### config.mk
export PLATFORM = sky130hd
export DESIGN_NAME = min_heap_sorter
export DESIGN_NICKNAME = d
export VERILOG_FILES = /design/src/sv/mhs_pkg.sv /design/src/sv/mhs_store.sv /design/src/sv/min_heap_sorter.sv
export SDC_FILE = /design/constraint.sdc
export NUM_CORES = 2
export LEC_CHECK = 0
export BUFFER_PORTS_ARGS = -buffer_cell sky130_fd_sc_hd__buf_4
export CORE_UTILIZATION = 55
export CTS_CLUSTER_SIZE = 20
export DETAILED_ROUTE_END_ITERATION = 10
export PLACE_DENSITY_LB_ADDON = 0.15
export SLEW_MARGIN = 5
export SYNTH_ARGS = -nofsm -noshare
export SYNTH_HDL_FRONTEND = slang
export SYNTH_SLANG_ARGS = --single-unit
### constraint.sdc
create_clock -name clk -period 5.4 [get_ports clk]
set_clock_uncertainty 0.2 [all_clocks]
set_input_delay 0.54 -clock clk [delete_from_list [all_inputs] [get_ports clk]]
set_output_delay 0.54 -clock clk [all_outputs]
set_load 0.02 [all_outputs]
### src/sv/mhs_pkg.sv
`default_nettype none
// ----------------------------------------------------------------------------
// mhs_pkg
// Shared types and constants for the min-heap sorter.
// ----------------------------------------------------------------------------
package mhs_pkg;

	localparam int DATA_W = 32;

	typedef logic signed [DATA_W-1:0] data_t;

endpackage
`default_nettype wire

### src/sv/mhs_store.sv
`default_nettype none
// ----------------------------------------------------------------------------
// mhs_store
// Heap storage: one write port, one read port with registered read data.
// ----------------------------------------------------------------------------
module mhs_store
	import mhs_pkg::*;
#(
	parameter int DEPTH = 64,
	parameter int AW = 6
) (
	input  wire logic          clk,
	input  wire logic          we,
	input  wire logic [AW-1:0] waddr,
	input  wire data_t         wdata,
	input  wire logic [AW-1:0] raddr,
	output data_t              rdata_q
);

	data_t mem_q [DEPTH];

	always_ff @(posedge clk) begin
		if (we) begin
			mem_q[waddr] <= wdata;
		end
		rdata_q <= mem_q[raddr];
	end

endmodule
`default_nettype wire

### src/sv/min_heap_sorter.sv
`default_nettype none
// ----------------------------------------------------------------------------
// min_heap_sorter
// Collects a set of signed values and returns them in ascending order.
// ----------------------------------------------------------------------------
// Values are loaded one per cycle into a store of MAX_ITEMS entries; values
// past capacity are dropped and every result of that set carries overflowed.
// The item with is_last closes the set: the block builds a min-heap in place
// and then emits the root repeatedly, end_of_run marking the largest value.
// in_ready is low from the closing item until the last result is loaded into
// the output register. All work goes through one store read port and one
// signed comparator. A sift-down level steps through ST_SIFT_LC, ST_SIFT_RC
// when a right child exists, ST_SIFT_CMP and ST_SIFT_DESC; each result adds
// ST_SIFT_START, ST_EMIT_TAKE and ST_SIFT_VAL. The heap build and any output
// stall come on top of the emission steps.
module min_heap_sorter
	import mhs_pkg::*;
#(
	parameter int MAX_ITEMS = 64
) (
	input  wire logic clk,
	input  wire logic arst_n,
	input  wire logic in_valid,
	output logic      in_ready,
	input  wire data_t value,
	input  wire logic is_last,
	output logic      out_valid,
	input  wire logic out_ready,
	output data_t     sorted_value,
	output logic      end_of_run,
	output logic      overflowed
);

	localparam int AW = (MAX_ITEMS > 1) ? $clog2(MAX_ITEMS) : 1;
	localparam int CW = $clog2(MAX_ITEMS + 1);
	localparam int LW = AW + 2;

	typedef enum logic [2:0] {
		ST_LOAD,
		ST_SIFT_START,
		ST_SIFT_VAL,
		ST_SIFT_LC,
		ST_SIFT_RC,
		ST_SIFT_CMP,
		ST_SIFT_DESC,
		ST_EMIT_TAKE
	} state_t;

	state_t          state_q;
	logic            emit_q;
	logic [CW-1:0]   count_q;
	logic [CW-1:0]   bi_q;
	logic            ovf_q;
	logic [AW-1:0]   node_q;
	logic [AW-1:0]   pick_q;
	data_t           val_q;
	data_t           lcv_q;
	data_t           pv_q;
	logic            out_valid_q;
	data_t           out_val_q;
	logic            out_end_q;
	logic            out_ovf_q;

	logic            we;
	logic [AW-1:0]   waddr;
	data_t           wdata;
	logic [AW-1:0]   raddr;
	data_t           rdata;

	logic [LW-1:0]   lc;
	logic [LW-1:0]   rc;
	logic [LW-1:0]   size_ext;
	logic            lc_out;
	logic            rc_in;
	data_t           cmp_a;
	data_t           cmp_b;
	logic            lt;
	logic            in_acc;
	logic            has_room;
	logic [CW-1:0]   cnt_nx;
	logic [CW-1:0]   half_nx;
	logic            slot_free;

	mhs_store #(
		.DEPTH(MAX_ITEMS),
		.AW   (AW)
	) u_store (
		.clk    (clk),
		.we     (we),
		.waddr  (waddr),
		.wdata  (wdata),
		.raddr  (raddr),
		.rdata_q(rdata)
	);

	assign lc       = {1'b0, node_q, 1'b1};
	assign rc       = lc + LW'(1);
	assign size_ext = LW'(count_q);
	assign lc_out   = lc >= size_ext;
	assign rc_in    = rc < size_ext;

	// shared comparator
	assign cmp_a = (state_q == ST_SIFT_RC) ? lcv_q : pv_q;
	assign cmp_b = (state_q == ST_SIFT_RC) ? rdata : val_q;
	assign lt    = cmp_a < cmp_b;

	assign in_ready  = (state_q == ST_LOAD);
	assign in_acc    = in_valid && in_ready;
	assign has_room  = count_q < CW'(MAX_ITEMS);
	assign cnt_nx    = has_room ? count_q + CW'(1) : count_q;
	assign half_nx   = cnt_nx >> 1;
	assign slot_free = !out_valid_q || out_ready;

	assign out_valid    = out_valid_q;
	assign sorted_value = out_val_q;
	assign end_of_run   = out_end_q;
	assign overflowed   = out_ovf_q;

	always_comb begin
		we    = 1'b0;
		waddr = node_q;
		wdata = val_q;
		raddr = node_q;
		case (state_q)
			ST_LOAD: begin
				we    = in_acc && has_room;
				waddr = count_q[AW-1:0];
				wdata = value;
			end
			ST_SIFT_START: begin
				raddr = node_q;
			end
			ST_SIFT_VAL: begin
				if (lc_out) begin
					we    = 1'b1;
					wdata = rdata;
				end else begin
					raddr = lc[AW-1:0];
				end
			end
			ST_SIFT_LC: begin
				raddr = rc[AW-1:0];
			end
			ST_SIFT_CMP: begin
				we    = 1'b1;
				wdata = lt ? pv_q : val_q;
			end
			ST_SIFT_DESC: begin
				if (lc_out) begin
					we = 1'b1;
				end else begin
					raddr = lc[AW-1:0];
				end
			end
			ST_EMIT_TAKE: begin
				raddr = slot_free ? AW'(count_q - CW'(1)) : '0;
			end
			default: begin
				we = 1'b0;
			end
		endcase
	end

	always_ff @(posedge clk or negedge arst_n) begin
		if (!arst_n) begin
			state_q     <= ST_LOAD;
			emit_q      <= 1'b0;
			count_q     <= '0;
			bi_q        <= '0;
			ovf_q       <= 1'b0;
			node_q      <= '0;
			pick_q      <= '0;
			val_q       <= '0;
			lcv_q       <= '0;
			pv_q        <= '0;
			out_valid_q <= 1'b0;
			out_val_q   <= '0;
			out_end_q   <= 1'b0;
			out_ovf_q   <= 1'b0;
		end else begin
			if (out_valid_q && out_ready && state_q != ST_EMIT_TAKE) begin
				out_valid_q <= 1'b0;
			end
			case (state_q)
				ST_LOAD: begin
					if (in_acc) begin
						count_q <= cnt_nx;
						if (!has_room) begin
							ovf_q <= 1'b1;
						end
						if (is_last) begin
							if (half_nx == '0) begin
								emit_q  <= 1'b1;
								node_q  <= '0;
								state_q <= ST_SIFT_START;
							end else begin
								emit_q  <= 1'b0;
								node_q  <= AW'(half_nx - CW'(1));
								bi_q    <= half_nx - CW'(1);
								state_q <= ST_SIFT_START;
							end
						end
					end
				end
				ST_SIFT_START: begin
					state_q <= emit_q ? ST_EMIT_TAKE : ST_SIFT_VAL;
				end
				ST_SIFT_VAL: begin
					val_q <= rdata;
					if (lc_out) begin
						if (emit_q || bi_q == '0) begin
							emit_q  <= 1'b1;
							node_q  <= '0;
							state_q <= ST_SIFT_START;
						end else begin
							node_q  <= AW'(bi_q - CW'(1));
							bi_q    <= bi_q - CW'(1);
							state_q <= ST_SIFT_START;
						end
					end else begin
						state_q <= ST_SIFT_LC;
					end
				end
				ST_SIFT_LC: begin
					lcv_q  <= rdata;
					pick_q <= lc[AW-1:0];
					pv_q   <= rdata;
					state_q <= rc_in ? ST_SIFT_RC : ST_SIFT_CMP;
				end
				ST_SIFT_RC: begin
					if (!lt) begin
						pick_q <= rc[AW-1:0];
						pv_q   <= rdata;
					end
					state_q <= ST_SIFT_CMP;
				end
				ST_SIFT_CMP: begin
					if (lt) begin
						node_q  <= pick_q;
						state_q <= ST_SIFT_DESC;
					end else if (emit_q || bi_q == '0) begin
						emit_q  <= 1'b1;
						node_q  <= '0;
						state_q <= ST_SIFT_START;
					end else begin
						node_q  <= AW'(bi_q - CW'(1));
						bi_q    <= bi_q - CW'(1);
						state_q <= ST_SIFT_START;
					end
				end
				ST_SIFT_DESC: begin
					if (lc_out) begin
						if (emit_q || bi_q == '0) begin
							emit_q  <= 1'b1;
							node_q  <= '0;
							state_q <= ST_SIFT_START;
						end else begin
							node_q  <= AW'(bi_q - CW'(1));
							bi_q    <= bi_q - CW'(1);
							state_q <= ST_SIFT_START;
						end
					end else begin
						state_q <= ST_SIFT_LC;
					end
				end
				ST_EMIT_TAKE: begin
					if (slot_free) begin
						out_valid_q <= 1'b1;
						out_val_q   <= rdata;
						out_end_q   <= (count_q == CW'(1));
						out_ovf_q   <= ovf_q;
						count_q     <= count_q - CW'(1);
						node_q      <= '0;
						if (count_q == CW'(1)) begin
							ovf_q   <= 1'b0;
							emit_q  <= 1'b0;
							state_q <= ST_LOAD;
						end else begin
							state_q <= ST_SIFT_VAL;
						end
					end
				end
				default: begin
					state_q <= ST_LOAD;
				end
			endcase
		end
	end

endmodule
`default_nettype wire

==> summary by stage <==
Global route
The global-route wire length before repair is slightly above 400 mm. Summed over all layers, the global routing overflow is 0. The overall global routing resource usage is 0.338. The maximum number of pins on one net before global-route repair is 82. The number of antenna violations at the first check in global routing is 11. The via count of the first global-routing pass is 57500.

CTS
Once the clock tree was built, the setup fixing pass inserted 0 buffers. Clock tree synthesis selected as its root buffer the cell sky130_fd_sc_hd__clkbuf_16. The clock tree from TritonCTS is yes.

The clock-pin slew on the worst setup and hold paths is 0.06 ns. The H-tree generated during clock tree synthesis spans 4 levels. Buffers inserted during clock tree synthesis total 220. In this run the deepest clock path goes through 3 buffers. The clock reaches the later pin of the worst-skew pair after around 0.87 ns. The clock net in this run drives a total of roughly 2200 sinks.

Run
Across the run, the number of max-cap violations was 0.

Synthesis
The area of the mapped netlist is 92800 µm². In this run, synthesis inferred 2048 flip-flops with an integrated enable. The warning count from the yosys run is 0. Synthesis produced a netlist whose cell count is about 6900. The sequential element share of the synthesized area is 0.713. The synthesized netlist contains just over 90 unique library cells. The net count after synthesis is 6955. Averaged over all synthesized cells, the footprint is approximately 14 µm². In the synthesized netlist the dominant register cell turns out to be sky130_fd_sc_hd__edfxtp_1. For this run, asynchronously set or reset flops after synthesis account for 0.0723.

The synthesis-stage register bit count is approximately 2200.

Detailed routing
The number of antenna-violating nets in the routed design is 0. Before antenna repair, the detailed router went through 8 iterations. The post-detailed-routing wire length is 289 mm. After detailed routing, the average wire length per cell comes to approximately 30 µm. The total number of vias is 61300. Using the TritonRoute via totals, the vias-per-cell ratio works out to 6.40. The number of remaining DRC errors is 0. The count of routing violations after the opening detailed-route iteration is 9259.

STA
The slack of the critical path is between 0.2 and 0.25 ns. The actual slew at the worst max-slew pin is 1.20 ns. In the finished design, the share of the clock period the worst path needs comes to 0.960. The hold violation count in the final report came to 0. The total setup violations reported at the end of the flow is 0. The number of max-slew violations in the final report is 0.

Adding up every negative setup slack in the final design gives 0 ns. Setup repair after global routing left no endpoint under its margin. Subtracting the final worst setup slack from the clock period gives approximately 5.2 ns.

The relative slew slack is 0.192. The highest clock frequency the design can meet is 193 MHz.

Placement
The routability congestion estimate from global placement is 0.962. Counting tap cells, the placed design contains a total of 9161 instances. The number of buffers added on ports is 72. The detailed placer's ending HPWL is 174 mm.

OpenSTA, run right after detailed placement, puts the worst setup slack at between 0.2 and 0.25 ns.

Layout
For this run, the post-layout net count is between 7000 and 8000. The area growth from synthesis to layout is 15.0%. The filler-free cell count of the finished design is 9582. The fraction of final layout cells sized beyond drive strength 1 is 0.157. The top cell types in the final layout, fill and taps aside, are sky130_fd_sc_hd__edfxtp_1, sky130_fd_sc_hd__nand2_1, sky130_fd_sc_hd__nand3_1, sky130_fd_sc_hd__buf_4, sky130_fd_sc_hd__mux2i_1.

Leaving out fill and tap cells, the most frequent cell in the layout is sky130_fd_sc_hd__edfxtp_1. The final cell utilization of the core is 0.637.

Critical path
The maximum net fanout on the critical path is 61. STA puts the critical path data required time at between 5 and 6 ns. The sort of element at the start of the critical path is a register. The data arrival time of the critical path is 5.64 ns. The kind of critical path is register to register.

The critical path capture point type is a register. The register-to-register setup slack is around 0.22 ns.

Hold path
The worst hold-check path type is input pin to async pin.

Floorplan
The starting utilization of the core area is 0.554. The placeable core region is 167000 µm². Measured along the x axis, the die boundary spans approximately 410 µm.

The I/O pin count is 73. The die area is 170000 µm². After floorplanning, the core was divided into 150 placement rows. The height of the die is 413 µm.

Outcome
The flow ran to the end, and the final reports show no timing, DRC or antenna violations.
-- worst max-delay path: stages, from the launching register on --
cell and delay (ns):
sky130_fd_sc_hd__dfrtp_1 0.52, sky130_fd_sc_hd__clkinv_1 0.16, sky130_fd_sc_hd__ha_1 0.35, sky130_fd_sc_hd__a211oi_2 0.09, sky130_fd_sc_hd__o21bai_1 0.40, sky130_fd_sc_hd__a21oi_4 0.13, sky130_fd_sc_hd__buf_4 0.19, sky130_fd_sc_hd__o21ai_4 0.21
sky130_fd_sc_hd__buf_12 0.34, sky130_fd_sc_hd__buf_4 0.49, sky130_fd_sc_hd__a211oi_1 0.09, sky130_fd_sc_hd__a311oi_1 0.54, sky130_fd_sc_hd__a311o_1 0.35, sky130_fd_sc_hd__nand4_1 0.20, sky130_fd_sc_hd__nor4_1 0.67
-- cell families after synthesis --
logic type	share of synthesized area
XOR/XNOR	0.00217
adder cells (fa/ha/maj)	0.00674
flip-flops	0.713
AND/OR/NAND/NOR	0.133
buffers and inverters	0.0271
AO/OA/AOI/OAI	0.0628
multiplexers	0.0554
-- Yosys cell counts (14+ instances only) --
cell	n	area, µm²
sky130_fd_sc_hd__a31oi_1	24	150
sky130_fd_sc_hd__a21oi_1	70	350
sky130_fd_sc_hd__o21ai_0	79	395
sky130_fd_sc_hd__edfxtp_1	2048	61500
sky130_fd_sc_hd__buf_2	197	986
sky130_fd_sc_hd__a221o_1	41	410
sky130_fd_sc_hd__nor2_1	164	616
sky130_fd_sc_hd__and3_1	227	1420
sky130_fd_sc_hd__a32o_1	18	180
sky130_fd_sc_hd__or4_1	14	105
sky130_fd_sc_hd__a211oi_1	61	458
sky130_fd_sc_hd__clkbuf_1	144	541
sky130_fd_sc_hd__nor4_1	56	350
sky130_fd_sc_hd__xnor2_1	18	158
sky130_fd_sc_hd__dfxtp_1	32	641
sky130_fd_sc_hd__a311oi_1	191	1670
sky130_fd_sc_hd__o22ai_1	35	219
sky130_fd_sc_hd__ha_1	50	626
sky130_fd_sc_hd__nand4_1	39	244
sky130_fd_sc_hd__buf_6	20	225
sky130_fd_sc_hd__o211a_1	38	380
sky130_fd_sc_hd__a21o_1	17	128
sky130_fd_sc_hd__buf_1	16	60.1
sky130_fd_sc_hd__a311o_1	18	180
sky130_fd_sc_hd__mux2_2	141	1590
sky130_fd_sc_hd__buf_4	69	518
sky130_fd_sc_hd__dfrtp_1	162	4050
sky130_fd_sc_hd__mux2i_1	342	3420
sky130_fd_sc_hd__nand2_1	1805	6780
sky130_fd_sc_hd__nand3_1	459	2300
sky130_fd_sc_hd__a22oi_1	22	165
sky130_fd_sc_hd__inv_1	39	146
sky130_fd_sc_hd__a2111oi_0	19	166
-- worst paths after layout --
kind	startpoint	end	cells after the start
min in group clk	is_last	state_q[0]	5
max in group asynchronous	arst_n	val_q[12]	3
max	count_q[4]	u_store.rdata_q[5]	14
min reg2reg	sorted_value[21]	sorted_value[21]	2
max reg2reg	count_q[4]	u_store.rdata_q[5]	14
min	arst_n	count_q[6]	2
-- through the flow --
stage | hold WS (ns) | instance area [µm²]
after CTS | 0.105 | 107000
after global routing | 0.162 | 107000
final | 0.114 | 107000
after global placement | 0.261 | 99500
after detailed placement | 0.263 | 99500
after floorplan | 0.0444 | 92800
-- area by class of cell --
cell class              count  area (µm²)
fillers                 12300       60700
clock inverters           129        1230
flip-flops and latches   2242       66200
inverters                  41         154
diodes                      5        12.5
well taps                2204        2760
repair buffers            540        5700
clock buffers             284        5910
multi-input cells        4137       24800
-- metal layers --
metal,track usage,wire length (µm)
met1,0.478,114000
met2,0.510,130000
met3,0.0674,31100
met4,0.148,14100
met5,0,27
-- timing repair --
| item | CTS | global route |
|---|---|---|
| endpoints found under the hold margin | 80 | 0 |
| hold buffers | 3 | 0 |
| endpoints found under the setup margin | 0 | 2 |
| gates resized for setup | 0 | 1 |
-- flip-flops by register name (all words and copies together) (netlist names), 7 cells and up --
name             count
pv_q                32
bi_q                 7
u_store.mem_q     2048
lcv_q               32
sorted_value        32
val_q               32
u_store.rdata_q     32
count_q              7
Power is not shown: default switching activity piles up to over one toggle a cycle in this logic, so the estimate is an artifact.
